<file path="src/design/tmts_pkg.sv">
// Shared constants, beat types and character classes of the multi-term text scorer.
package tmts_pkg;

   localparam int MaxTerms    = 8;
   localparam int MaxTermLen  = 32;
   localparam int ScoreBits   = 24;
   localparam int TermIdxW    = $clog2(MaxTerms);
   localparam int TermCountW  = $clog2(MaxTerms + 1);
   localparam int RowW        = $clog2(MaxTermLen);
   localparam int LenW        = $clog2(MaxTermLen + 1);
   localparam int WordLenW    = 6;
   localparam int BonusW      = 6;
   localparam int AddW        = 7;

   localparam logic [WordLenW-1:0]  WordLenMax  = 6'd63;
   localparam logic [3:0]           NoTerm      = 4'd15;
   localparam logic [ScoreBits-1:0] StartScore  = ScoreBits'(10);
   localparam logic [AddW-1:0]      ExactBonus  = 7'd10;
   localparam logic [BonusW-1:0]    AdjBonus    = 6'd50;
   localparam logic [ScoreBits-1:0] ScoreMax    = {ScoreBits{1'b1}};
   localparam logic [7:0]           Underscore  = 8'h5F;

   localparam logic ReqPattern  = 1'b0;
   localparam logic ReqDocument = 1'b1;

   typedef struct packed {
      logic       req_type;
      logic [7:0] data_byte;
      logic       last_byte;
   } req_beat_type;

   typedef struct packed {
      logic [ScoreBits-1:0] score;
      logic                 all_terms_seen;
      logic                 score_saturated;
      logic                 pattern_truncated;
   } rsp_beat_type;

   typedef struct packed {
      logic                en;
      logic [RowW-1:0]     row;
      logic [TermIdxW-1:0] lane;
      logic [7:0]          data;
   } mem_wr_type;

   typedef struct packed {
      logic            en;
      logic [RowW-1:0] row;
      logic [7:0]      key;
   } mem_rd_type;

   function automatic logic is_alnum(input logic [7:0] c);
      return (c >= 8'h30 && c <= 8'h39) || (c >= 8'h41 && c <= 8'h5A) ||
             (c >= 8'h61 && c <= 8'h7A);
   endfunction

   function automatic logic is_boundary(input logic [7:0] c);
      return (c < 8'h30) || (c >= 8'h3A && c <= 8'h40) || (c >= 8'h5B && c <= 8'h5E) ||
             (c == 8'h60) || (c >= 8'h7B && c <= 8'h7F);
   endfunction

   function automatic logic [7:0] to_lower(input logic [7:0] c);
      return (c >= 8'h41 && c <= 8'h5A) ? c + 8'h20 : c;
   endfunction

endpackage

</file>
<file path="src/design/tmts_term_store.sv">
// Term character memory: one row per character position, one byte lane per term.
module tmts_term_store
   import tmts_pkg::*;
(
   input  logic                clock,
   input  mem_wr_type          wr,
   input  mem_rd_type          rd,
   output logic [MaxTerms-1:0] lane_eq
);

   logic [MaxTerms-1:0][7:0] term_mem_ff [MaxTermLen];
   logic [MaxTerms-1:0][7:0] rd_data_ff;
   logic [7:0]               key_ff;

   always_ff @(posedge clock) begin
      if (wr.en) begin
         term_mem_ff[wr.row][wr.lane] <= wr.data;
      end
      if (rd.en) begin
         rd_data_ff <= term_mem_ff[rd.row];
         key_ff     <= rd.key;
      end
   end

   always_comb begin
      for (int j = 0; j < MaxTerms; j++) begin
         lane_eq[j] = (rd_data_ff[j] == key_ff);
      end
   end

endmodule

</file>
<file path="src/design/multi_term_text_scorer_core.sv">
// Top level of the multi-term text scorer: term loader, word matcher and scoring.
//
// Usage: bytes enter on req_valid/req_ready with req_data (req_type, data_byte,
// last_byte). Pattern beats (req_type 0) build up to 8 lower-cased terms; the
// first pattern beat after a pattern's last beat starts a new pattern. Document
// beats (req_type 1) are split into words and matched as prefixes against all
// terms at once. Pattern beats never give a result; the last beat of a document
// gives one result beat on rsp_valid/rsp_ready with rsp_data.
// Throughput: one beat per cycle unless stalled. A non-boundary document beat
// reads one row of the term memory (all terms at that character position) when
// accepted, and is compared and scored in the scoring stage; the result is
// registered, so rsp_valid rises once the last document beat leaves that stage.
// Stall: while a result waits in the output register, beats keep flowing until
// the next document's last beat reaches the scoring stage; that stage then
// holds, and req_ready drops until rsp_ready takes the waiting result.
// Reset: synchronous, active high; terms are cleared to none and the document
// state to a score of 10. The term memory needs no clearing pass.
module multi_term_text_scorer_core
   import tmts_pkg::*;
(
   input  logic         clock,
   input  logic         reset,
   input  logic         req_valid,
   output logic         req_ready,
   input  req_beat_type req_data,
   output logic         rsp_valid,
   input  logic         rsp_ready,
   output rsp_beat_type rsp_data
);

   // pattern state
   logic [LenW-1:0]       term_len_ff [MaxTerms];
   logic [LenW-1:0]       term_len_in [MaxTerms];
   logic [TermCountW-1:0] term_count_ff, term_count_in;
   logic                  term_open_ff, term_open_in;
   logic                  pattern_fresh_ff, pattern_fresh_in;
   logic                  overflow_ff, overflow_in;

   // word tracking at the read stage
   logic                in_word_ff, in_word_in;
   logic [WordLenW-1:0] word_len_ff, word_len_in;

   // scoring stage
   logic                s1_valid_ff, s1_valid_in;
   logic                s1_char_ff, s1_start_ff, s1_finish_ff, s1_last_ff;
   logic [WordLenW-1:0] s1_pos_ff;
   logic                s1_go;

   // document state
   logic [MaxTerms-1:0]  alive_ff, alive_in, completed_ff, completed_in;
   logic [MaxTerms-1:0]  seen_ff, seen_in;
   logic [3:0]           prev_term_ff, prev_term_in;
   logic [BonusW-1:0]    bonus_ff, bonus_in;
   logic [ScoreBits-1:0] score_ff, score_in;
   logic                 clamped_ff, clamped_in;

   logic         rsp_valid_ff, rsp_valid_in;
   rsp_beat_type rsp_data_ff, rsp_data_in;

   logic                  req_acc, pat_acc, doc_acc, byte_bnd;
   logic [7:0]            lc;
   logic [TermCountW-1:0] cnt_eff;
   logic                  open_eff;
   logic [TermIdxW-1:0]   open_idx;
   logic [LenW-1:0]       open_len;
   mem_wr_type            mem_wr;
   mem_rd_type            mem_rd;
   logic [MaxTerms-1:0]   lane_eq;
   logic [MaxTerms-1:0]   term_mask;

   logic [MaxTerms-1:0]  alive_upd, comp_upd;
   logic                 win_found;
   logic [TermIdxW-1:0]  win_idx;
   logic                 win_adj;
   logic [AddW-1:0]      add_val;
   logic [ScoreBits:0]   score_sum;
   logic [ScoreBits-1:0] score_new;
   logic                 clamped_new;
   logic [MaxTerms-1:0]  seen_new;
   logic [3:0]           prev_new;
   logic [BonusW-1:0]    bonus_new;
   logic                 all_seen;

   tmts_term_store u_store (
      .clock   (clock),
      .wr      (mem_wr),
      .rd      (mem_rd),
      .lane_eq (lane_eq)
   );

   assign s1_go     = s1_valid_ff && (!s1_last_ff || !rsp_valid_ff || rsp_ready);
   assign req_ready = !s1_valid_ff || s1_go;
   assign req_acc   = req_valid && req_ready;
   assign pat_acc   = req_acc && (req_data.req_type == ReqPattern);
   assign doc_acc   = req_acc && (req_data.req_type == ReqDocument);
   assign byte_bnd  = is_boundary(req_data.data_byte);
   assign lc        = to_lower(req_data.data_byte);

   // pattern loader
   always_comb begin
      cnt_eff          = pattern_fresh_ff ? '0 : term_count_ff;
      open_eff         = pattern_fresh_ff ? 1'b0 : term_open_ff;
      open_idx         = TermIdxW'(cnt_eff - 1'b1);
      open_len         = pattern_fresh_ff ? '0 : term_len_ff[open_idx];
      term_count_in    = term_count_ff;
      term_open_in     = term_open_ff;
      pattern_fresh_in = pattern_fresh_ff;
      overflow_in      = overflow_ff;
      term_len_in      = term_len_ff;
      mem_wr           = '{en: 1'b0, row: '0, lane: '0, data: lc};
      if (pat_acc) begin
         if (pattern_fresh_ff) begin
            for (int j = 0; j < MaxTerms; j++) begin
               term_len_in[j] = '0;
            end
            overflow_in = 1'b0;
         end
         term_count_in    = cnt_eff;
         term_open_in     = open_eff;
         pattern_fresh_in = 1'b0;
         if (open_eff && cnt_eff != '0) begin
            if (is_alnum(req_data.data_byte) || req_data.data_byte == Underscore) begin
               if (open_len < LenW'(MaxTermLen)) begin
                  mem_wr.en             = 1'b1;
                  mem_wr.row            = open_len[RowW-1:0];
                  mem_wr.lane           = open_idx;
                  term_len_in[open_idx] = open_len + 1'b1;
               end else begin
                  overflow_in = 1'b1;
               end
            end else begin
               term_open_in = 1'b0;
            end
         end else if (is_alnum(req_data.data_byte) &&
                      cnt_eff < TermCountW'(MaxTerms)) begin
            mem_wr.en                            = 1'b1;
            mem_wr.row                           = '0;
            mem_wr.lane                          = cnt_eff[TermIdxW-1:0];
            term_len_in[cnt_eff[TermIdxW-1:0]]   = LenW'(1);
            term_count_in                        = cnt_eff + 1'b1;
            term_open_in                         = 1'b1;
         end
         if (req_data.last_byte) begin
            term_open_in     = 1'b0;
            pattern_fresh_in = 1'b1;
         end
      end
   end

   // word tracking and memory read
   always_comb begin
      in_word_in  = in_word_ff;
      word_len_in = word_len_ff;
      if (doc_acc) begin
         if (byte_bnd || req_data.last_byte) begin
            in_word_in  = 1'b0;
            word_len_in = '0;
         end else begin
            in_word_in  = 1'b1;
            word_len_in = (word_len_ff == WordLenMax) ? word_len_ff : word_len_ff + 1'b1;
         end
      end
      mem_rd = '{en: doc_acc && !byte_bnd, row: word_len_ff[RowW-1:0], key: lc};
      s1_valid_in = doc_acc ? 1'b1 : (s1_go ? 1'b0 : s1_valid_ff);
   end

   always_comb begin
      for (int j = 0; j < MaxTerms; j++) begin
         term_mask[j] = (TermCountW'(j) < term_count_ff);
      end
   end

   // match and score
   always_comb begin
      alive_upd = s1_start_ff ? term_mask : alive_ff;
      comp_upd  = s1_start_ff ? '0 : completed_ff;
      if (!s1_char_ff) begin
         alive_upd = alive_ff;
         comp_upd  = completed_ff;
      end else begin
         for (int j = 0; j < MaxTerms; j++) begin
            if (alive_upd[j]) begin
               if (LenW'(s1_pos_ff) >= term_len_ff[j] || s1_pos_ff >= WordLenW'(MaxTermLen) ||
                   !lane_eq[j]) begin
                  alive_upd[j] = 1'b0;
               end else if (LenW'(s1_pos_ff) + 1'b1 == term_len_ff[j]) begin
                  comp_upd[j] = 1'b1;
               end
            end
         end
      end

      win_found = 1'b0;
      win_idx   = '0;
      for (int j = MaxTerms - 1; j >= 0; j--) begin
         if (comp_upd[j]) begin
            win_found = 1'b1;
            win_idx   = TermIdxW'(j);
         end
      end
      win_adj = ({1'b0, prev_term_ff} + 5'd1) == 5'(win_idx);
      add_val = AddW'(1);
      if (!seen_ff[win_idx] && alive_upd[win_idx]) begin
         add_val = add_val + ExactBonus;
      end
      if (win_adj) begin
         add_val = add_val + AddW'(bonus_ff);
      end
      score_sum   = {1'b0, score_ff} + (ScoreBits + 1)'(add_val);
      score_new   = score_ff;
      clamped_new = clamped_ff;
      seen_new    = seen_ff;
      prev_new    = prev_term_ff;
      bonus_new   = bonus_ff >> 1;
      if (s1_finish_ff && win_found) begin
         if (score_sum > {1'b0, ScoreMax}) begin
            score_new   = ScoreMax;
            clamped_new = 1'b1;
         end else begin
            score_new = score_sum[ScoreBits-1:0];
         end
         seen_new[win_idx] = 1'b1;
         prev_new          = 4'(win_idx);
         bonus_new         = AdjBonus >> 1;
      end else if (!s1_finish_ff) begin
         bonus_new = bonus_ff;
      end
      all_seen = (seen_new & term_mask) == term_mask;

      alive_in     = alive_ff;
      completed_in = completed_ff;
      seen_in      = seen_ff;
      prev_term_in = prev_term_ff;
      bonus_in     = bonus_ff;
      score_in     = score_ff;
      clamped_in   = clamped_ff;
      rsp_valid_in = (rsp_valid_ff && !rsp_ready);
      rsp_data_in  = rsp_data_ff;
      if (s1_go) begin
         alive_in     = s1_finish_ff ? '0 : alive_upd;
         completed_in = s1_finish_ff ? '0 : comp_upd;
         seen_in      = seen_new;
         prev_term_in = prev_new;
         bonus_in     = bonus_new;
         score_in     = score_new;
         clamped_in   = clamped_new;
         if (s1_last_ff) begin
            rsp_valid_in = 1'b1;
            rsp_data_in  = '{score:             all_seen ? score_new : '0,
                             all_terms_seen:    all_seen,
                             score_saturated:   clamped_new,
                             pattern_truncated: overflow_ff};
            alive_in     = '0;
            completed_in = '0;
            seen_in      = '0;
            prev_term_in = NoTerm;
            bonus_in     = '0;
            score_in     = StartScore;
            clamped_in   = 1'b0;
         end
      end
   end

   always_ff @(posedge clock) begin
      if (reset) begin
         for (int j = 0; j < MaxTerms; j++) begin
            term_len_ff[j] <= '0;
         end
         term_count_ff    <= '0;
         term_open_ff     <= 1'b0;
         pattern_fresh_ff <= 1'b1;
         overflow_ff      <= 1'b0;
         in_word_ff       <= 1'b0;
         word_len_ff      <= '0;
         s1_valid_ff      <= 1'b0;
         alive_ff         <= '0;
         completed_ff     <= '0;
         seen_ff          <= '0;
         prev_term_ff     <= NoTerm;
         bonus_ff         <= '0;
         score_ff         <= StartScore;
         clamped_ff       <= 1'b0;
         rsp_valid_ff     <= 1'b0;
      end else begin
         term_len_ff      <= term_len_in;
         term_count_ff    <= term_count_in;
         term_open_ff     <= term_open_in;
         pattern_fresh_ff <= pattern_fresh_in;
         overflow_ff      <= overflow_in;
         in_word_ff       <= in_word_in;
         word_len_ff      <= word_len_in;
         s1_valid_ff      <= s1_valid_in;
         alive_ff         <= alive_in;
         completed_ff     <= completed_in;
         seen_ff          <= seen_in;
         prev_term_ff     <= prev_term_in;
         bonus_ff         <= bonus_in;
         score_ff         <= score_in;
         clamped_ff       <= clamped_in;
         rsp_valid_ff     <= rsp_valid_in;
      end
   end

   always_ff @(posedge clock) begin
      if (doc_acc) begin
         s1_char_ff   <= !byte_bnd;
         s1_start_ff  <= !in_word_ff;
         s1_finish_ff <= byte_bnd ? in_word_ff : req_data.last_byte;
         s1_last_ff   <= req_data.last_byte;
         s1_pos_ff    <= word_len_ff;
      end
      rsp_data_ff <= rsp_data_in;
   end

   assign rsp_valid = rsp_valid_ff;
   assign rsp_data  = rsp_data_ff;

   a_rsp_from_last: assert property (@(posedge clock) disable iff (reset)
      $rose(rsp_valid_ff) |-> $past(s1_valid_ff && s1_last_ff))
      else $error("result beat without a last document beat");

   a_stall_holds: assert property (@(posedge clock) disable iff (reset)
      s1_valid_ff && !s1_go |=> s1_valid_ff && $stable(s1_pos_ff) && $stable(score_ff))
      else $error("scoring stage moved while stalled");

   a_word_len_idle: assert property (@(posedge clock) disable iff (reset)
      !in_word_ff |-> word_len_ff == '0)
      else $error("word length nonzero outside a word");

   a_term_count: assert property (@(posedge clock) disable iff (reset)
      term_count_ff <= TermCountW'(MaxTerms))
      else $error("term count above limit");

   a_bonus_range: assert property (@(posedge clock) disable iff (reset)
      bonus_ff <= (AdjBonus >> 1))
      else $error("adjacency bonus out of range");

endmodule
</file>
<file path="config.mk">
export PLATFORM = sky130hd
export DESIGN_NAME = multi_term_text_scorer_core
export DESIGN_NICKNAME = d
export VERILOG_FILES = /design/src/design/tmts_pkg.sv /design/src/design/tmts_term_store.sv /design/src/design/multi_term_text_scorer_core.sv
export SDC_FILE = /design/constraint.sdc
export NUM_CORES = 2
export LEC_CHECK = 0
export BUFFER_PORTS_ARGS = -buffer_cell sky130_fd_sc_hd__buf_4
export CAP_MARGIN = 20
export CORE_UTILIZATION = 55
export CTS_CLUSTER_SIZE = 8
export DETAILED_ROUTE_END_ITERATION = 12
export HOLD_SLACK_MARGIN = 0.12
export MAX_ROUTING_LAYER = met4
export PLACE_DENSITY = 0.7
export SLEW_MARGIN = 20
export SYNTH_ARGS = -nofsm -noshare
export SYNTH_HDL_FRONTEND = slang
export SYNTH_SLANG_ARGS = --single-unit
</file>
<file path="constraint.sdc">
create_clock -name clock -period 12.43 [get_ports clock]
set_clock_uncertainty 0.1 [all_clocks]
set_input_delay 2.486 -clock clock [delete_from_list [all_inputs] [get_ports clock]]
set_output_delay 2.486 -clock clock [all_outputs]
set_load 0.1 [all_outputs]
</file>
# Yosys cells after proc, flatten, opt, wreduce, memory -nomap -nowiden
# Memory sizes are Yosys's and may differ from the RTL's. A register that Yosys moved wholly into a read port is not among the register bits.
# Cells that the tools add are included.
dict set report totals {
  input_bits 14
  n_memories 1
  out_inout_bits 29
  ramBits 2048
  ff_bits 168
  word_cells 315
}
dict set report op_classes {
  eq_ne 22
  bitwise_logic 8
  mux 131
  add_sub_neg 9
  order_cmp 41
  n_reduce_logical 70
}
# memory words width rd rd_ports_with_merged_regs wr line
set memory_table {}
lappend memory_table {u_store.term_mem_ff 32 64 1 1 1 tmts_term_store.sv:11} ;# logic [MaxTerms-1:0][7:0] term_mem_ff [MaxTermLen];
# op count
set op_table {}
lappend op_table {{2-to-1 mux 48 bit} 6}
lappend op_table {{2-to-1 mux 8 bit} 12}
lappend op_table {{== test 8 bit} 9}
lappend op_table {{2-to-1 mux 24 bit} 3}
lappend op_table {{2-to-1 mux 1 bit} 71}
lappend op_table {{2-to-1 mux 64 bit} 1}
lappend op_table {{2-to-1 mux 6 bit} 10}
lappend op_table {{bitwise mux 48 bit} 1}
lappend op_table {{== test 6 bit} 8}
lappend op_table {{>= comparator 6 bit} 8}
lappend op_table {{2-to-1 mux 9 bit} 5}
lappend op_table {{bitwise AND 40 bit} 1}
lappend op_table {{<= comparator 8 x 7 -> 1 bit (second input constant)} 5}
lappend op_table {{NOT 40 bit} 1}
lappend op_table {{demux 6 bit (select 3 bit)} 2}
lappend op_table {{>= comparator 8 x 7 -> 1 bit (second input constant)} 4}
lappend op_table {{logical OR 1 bit} 27}
lappend op_table {{adder 24 x 7 -> 25 bit} 1}
lappend op_table {{greater-than comparator 25 x 24 -> 1 bit (second input constant)} 1}
lappend op_table {{demux 8 bit (select 3 bit)} 1}
lappend op_table {{2-to-1 mux 3 bit} 8}
lappend op_table {{2-to-1 mux 4 bit} 6}
lappend op_table {{logical AND 1 bit} 20}
lappend op_table {{adder 6 x 1 -> 6 bit (second input constant)} 3}
lappend op_table {{other kinds (35)} 67}

# Longest topological paths before layout
dict set report logic_depth {
  ltp_word 26
  mapped_depth 33
  ltp_nobuf 28
}

# Cells and area by module
# From an unflattened synthesis, not the netlist that was laid out.
dict set report hier_totals {
  cells_unflattened 4851
  hier_area_um2 92894.1
}
# mod instances area_each_um2 seq_area_each_um2 cells_per_inst
set by_module_without_submodules {}
lappend by_module_without_submodules {tmts_term_store 1 81692.1 63661.1 3493}
lappend by_module_without_submodules {multi_term_text_scorer_core 1 11202.0 3553.4 1358}

# Least setup slack after synthesis
# Ideal clock, no wire load.
dict set report synth_path {
  path_type {input to register}
  from {in req_data[6] in the netlist's numbering}
  to {reg u_store.key_ff[6], data pin}
  required_ps 10688
  arrival_time_ps 10620
  n_path_buf 0
  setup_slack_ps 68
  stages 6
  setup_time_ps 1642
  path_cell_list {inv_1 > ha_1 > nand3b_1 > o32ai_1 > and2_1 > mux2i_1}
}
dict set report synth_between {
  elab_chain_len 3
  elab_cells_between_ends 5
  cone_classes {add/sub: 1; order compare: 2; mux: 1; reduce/logical: 1}
}
# item line
set synth_rtl {}
lappend synth_rtl {{start, declared} multi_term_text_scorer_core.sv:25} ;# input req_beat_type req_data,
lappend synth_rtl {{>= comparator 8 x 7 -> 1 bit / <= comparator 8 x 7 -> 1 bit (equally long branches)} tmts_pkg.sv:63} ;# return (c >= 8'h41 && c <= 8'h5A) ? c + 8'h20 : c;
lappend synth_rtl {{logical AND 1 bit} tmts_pkg.sv:63}
lappend synth_rtl {{2-to-1 mux 8 bit (*)} tmts_pkg.sv:63}
lappend synth_rtl {{net lc[6]} multi_term_text_scorer_core.sv:61} ;# logic [7:0] lc;
lappend synth_rtl {{end signal, assigned} tmts_term_store.sv:21} ;# key_ff <= rd.key;
lappend synth_rtl {{end, declared} tmts_term_store.sv:13} ;# logic [7:0] key_ff;
# The timed path passes the listed nets; every way through them passes the cells marked *.
# A chain may end at the register's enable or synchronous reset.

# Worst setup path after layout
dict set report layout_path {
  from {reg s1_pos_ff[1]}
  to {reg rsp_data_ff (netlist bit rsp_data[12]), data pin}
}
dict set report layout_between {
  elab_chain_len 25
  elab_cells_between_ends 116
  cone_classes {add/sub: 3; order compare: 12; eq/ne: 10; mux: 69; bitwise: 2; reduce/logical: 20}
}
# item line
set layout_rtl {}
lappend layout_rtl {{start, declared} multi_term_text_scorer_core.sv:46} ;# logic [WordLenW-1:0] s1_pos_ff;
lappend layout_rtl {{start signal, assigned} multi_term_text_scorer_core.sv:310} ;# s1_pos_ff <= word_len_ff;
lappend layout_rtl {{adder 6 x 1 -> 6 bit / >= comparator 6 bit (equally long branches)} {multi_term_text_scorer_core.sv:186, multi_term_text_scorer_core.sv:183}}
lappend layout_rtl {{== test 6 bit / logical OR 1 bit (equally long branches)} {multi_term_text_scorer_core.sv:186, multi_term_text_scorer_core.sv:183}}
lappend layout_rtl {{2-to-1 mux 1 bit / logical OR 1 bit (equally long branches)} {multi_term_text_scorer_core.sv:186, multi_term_text_scorer_core.sv:183}}
lappend layout_rtl {{2-to-1 mux 1 bit} multi_term_text_scorer_core.sv:183} ;# if (LenW'(s1_pos_ff) >= term_len_ff[j] || s1_pos_ff >= WordLenW'(MaxTermLen) ||
lappend layout_rtl {{2-to-1 mux 1 bit} multi_term_text_scorer_core.sv:182} ;# if (alive_upd[j]) begin
lappend layout_rtl {{2-to-1 mux 8 bit} multi_term_text_scorer_core.sv:177} ;# if (!s1_char_ff) begin
lappend layout_rtl {{2-to-1 mux 3 bit (8 in series)} multi_term_text_scorer_core.sv:196} ;# if (comp_upd[j]) begin
lappend layout_rtl {{binary-select mux 1 bit (select 3 bit)} multi_term_text_scorer_core.sv:203} ;# if (!seen_ff[win_idx] && alive_upd[win_idx]) begin
lappend layout_rtl {{[... 2 more ...]} --}
lappend layout_rtl {{logical AND 1 bit} multi_term_text_scorer_core.sv:203}
lappend layout_rtl {{2-to-1 mux 4 bit} multi_term_text_scorer_core.sv:203}
lappend layout_rtl {{adder 7 x 6 -> 7 bit} multi_term_text_scorer_core.sv:207} ;# add_val = add_val + AddW'(bonus_ff);
lappend layout_rtl {{2-to-1 mux 7 bit} multi_term_text_scorer_core.sv:206} ;# if (win_adj) begin
lappend layout_rtl {{adder 24 x 7 -> 25 bit} multi_term_text_scorer_core.sv:209} ;# score_sum = {1'b0, score_ff} + (ScoreBits + 1)'(add_val);
lappend layout_rtl {{greater-than comparator 25 x 24 -> 1 bit} multi_term_text_scorer_core.sv:216} ;# if (score_sum > {1'b0, ScoreMax}) begin
lappend layout_rtl {{2-to-1 mux 24 bit} multi_term_text_scorer_core.sv:216}
lappend layout_rtl {{2-to-1 mux 24 bit} multi_term_text_scorer_core.sv:215} ;# if (s1_finish_ff && win_found) begin
lappend layout_rtl {{end signal, assigned} multi_term_text_scorer_core.sv:312} ;# rsp_data_ff <= rsp_data_in;
lappend layout_rtl {{end, declared} multi_term_text_scorer_core.sv:58} ;# rsp_beat_type rsp_data_ff, rsp_data_in;
# Parallel ways exist; a longest one is shown, timed or not. The select of a mux whose other input is x is not followed.

==> results.ini <==
[status]
status = completed

[routing]
wl_per_cell_microns = 32.0
ant_nets = 0
num_vias = 48300
viasPerCell = 6.62
drc_errors = 0
wl_met2_mm = 111
drtPass1Iterations = 8
dr.max_layer_used = met4
wirelength_mm = 234
drt_iter0_drc = 6296
met3_length_mm = 22.0
drt-met1-wl_mm = 95.0

[synth]
yosysSeqAreaShare = 0.723
yosysTopAreaCell = edfxtp_1
netlist_instances = 4836
mappedNetlistArea_sq_um = 93000
syn_nets = 4918
synth_top_area_frac = 0.696
avgSynthCellArea_sq_um = 19.2
async_flop_share = 0
yosys-top-cells-area = edfxtp_1 (70%), mux4_2 (15%), dfxtp_1 (2.6%)
synth_edf_count = 2157
ys_ff_latch = 2279
synth_cell_type_count = 94
synthFlopType = edfxtp_1
yosys_warnings = 0

[global_routing]
grt_pass1_vias = 48000
grt_pass1_wl_mm = 341
grt_usage = 0.288
overflow = 0
antenna_found_initial = 10
grt_max_degree = 194

[hold_path]
whs_path_depth = 2
hold_end = term_len_ff[41]
hp-class = reg -> reg
hp-start = term_len_ff[41]

[finish]
area_growth_pct = 12.6
fill_cells = 11300
layout.nets = 5112
regArea_sq_um = 67200
multi_input_area_sq_um = 24400
drive_gt1_frac = 0.249
final_cells = 7298

[critical_path]
endpoint_kind = register
worstPathRequired_ps = 13050
r2r_slack_ps = 3830
crit_arrival_ps = 9220
cpMaxStageDelayCell = a2111oi_0
r2r_start = s1_pos_ff[1]
critPathLaunchType = register
worst-path-max-fanout = 31
slowest_delay_ps = 740
crit_path_start = s1_pos_ff[1]
r2r-end = rsp_data[12]
critPathKind = reg -> reg
rr_worst_depth = 27

[power_and_ir_drop]
power_density_nw_per_um2 = 160
peakVddDrop_uv = 135
p_leak_nw = 31.9

[clock_network]
htreeDepth = 5
clock_sinks = 2279
cts_resized = 0
cts_tree = done
postCtsSetupRepairBufs = 0
cts-buffers-inserted = 335
cts.path.max_buffers = 4
clk_latency_ps = 940
hold_buffers = 0
cts_root_buf = clkbuf_16
clk_pin_slew_worst_paths_ps = 60

[placement]
place_inst = 6896
portBuffers = 42
place_ws_ps = 3960
gp_congestion = 0.935
place_hpwl_mm = 140

[timing]
hold_violations = 0
rsz0062_at_grt = false
worstMarginPinSlew_ps = 1150
fmax_ghz = 0.116
finalSetupViolCount = 0
slew_headroom = 0.233
setup_tns_ps = 0
worst_slack_ps = 3830
final_max_slew_viol_count = 0
post-route-period-util = 0.692
fin_crit_ps = 8600

[floorplanning]
rows = 150
ios = 43
die_h_microns = 413
coreArea_sq_um = 168000
die_w_microns = 413
dieArea_sq_um = 171000
start_util = 0.555

[run]
cap_violations = 0

cell usage in the layout (no fill, tap or decap), types with 35 or more instances in the layout:
cell type / synthesis / final
edfxtp_1: 2157 / 2157
inv_1: 75 / 75
ha_1: 66 / 66
xor2_1: 66 / 66
nand2_1: 148 / 143
mux4_2: 640 / 640
nor3_1: 53 / 53
o21ai_0: 80 / 79
xnor2_1: 46 / 45
dfxtp_1: 122 / 117
nand3_1: 36 / 35
a21oi_1: 104 / 104
clkbuf_1: 194 / 45
nor2_1: 426 / 425
clkbuf_16: 0 / 342
mux2_2: 67 / 67
buf_4: 7 / 122
per-layer routing:
layer	vias to the layer above	track usage
met5	-	-
met4	0	0.0824
met3	400	0.0596
met2	2443	0.428
met1	25400	0.409
li1	20100	-
synth_stat cells, drive strengths merged (8+ instances only):
cell type / instances
nand4: 22
xor2: 66
and2: 9
ha: 66
edfxtp: 2157
o21a: 9
a32oi: 21
o32ai: 8
clkbuf: 194
dfxtp: 122
nand2b: 30
a21o: 24
xnor2: 49
o21ai: 82
a22oi: 34
inv: 76
a211oi: 15
a31oi: 25
nor2b: 9
buf: 87
mux2: 67
a2111oi: 14
nand3: 38
or3: 15
mux4: 640
and3: 25
nor4: 45
mux2i: 14
nand2: 148
nor2: 426
a21oi: 105
nor3: 56
o31ai: 13
how the worst max path moves through the flow:
stage                        end  slack (ps)  depth (start not counted)
5_1_grt             rsp_data[12]        3270                         27
2_1_floorplan  u_store.key_ff[6]          70                          6
3_5_place_dp        rsp_data[12]        3960                         27
4_1_cts             rsp_data[12]        3930                         27
3_3_place_gp        rsp_data[12]        4090                         26
6_report            rsp_data[12]        3830                         27
flip-flops by register name, summed over array words and instances, names as in the netlist, 4 cells and up:
register / flops
u_store.rd_data_ff: 64
rsp_data: 27
term_len_ff: 48
prev_term_ff: 4
seen_ff: 8
s1_pos_ff: 6
bonus_ff: 5
term_count_ff: 4
u_store.key_ff: 8
score_ff: 24
u_store.term_mem_ff: 2048
alive_ff: 8
completed_ff: 8
word_len_ff: 6
where the power goes:
group	internal, W	leakage [nW]	switching (W)	total (W)
clock	0.00484	4.30	0.00299	0.00783
sequential	0.00847	20.4	0.0000234	0.00849
combinational	0.000151	7.24	0.000333	0.000484
total	0.0135	31.9	0.00335	0.0168
worst max-delay path: cells and delay by family (launching register included):
family                   cells  cell delay (ps)
AO/OA/AOI/OAI               12             3250
adder cells (fa/ha/maj)      3             1400
buffers and inverters        2              440
flip-flops                   1              680
AND/OR/NAND/NOR             10             2520
final cells by class:
cell class,count,area share
inverter,79,0.00283
clock buffer,387,0.0833
multi-input combinational,2197,0.233
antenna,8,0.000191
tap,2204,0.0263
sequential,2279,0.642
timing repair buffer,138,0.0116
clock inverter,6,0.000573
kinds of logic after synthesis:
group / synth area share
buf+inv: 0.0156
compound gates: 0.0320
simple gates: 0.0431
xor+xnor: 0.0128
flops: 0.723
fa+ha+maj: 0.00931
mux: 0.165
metrics by stage:
stage                util  total power (W)  cell area [sq um]  hold WS [ps]
floorplan               -          0.00892              93000           306
global placement    0.572          0.00910              95900           357
detailed placement  0.572          0.00912              95900           360
CTS                 0.625           0.0169             105000           380
global route        0.625           0.0172             105000           405
finish              0.625           0.0168             105000           379
Power figures use the tool's default switching activity.
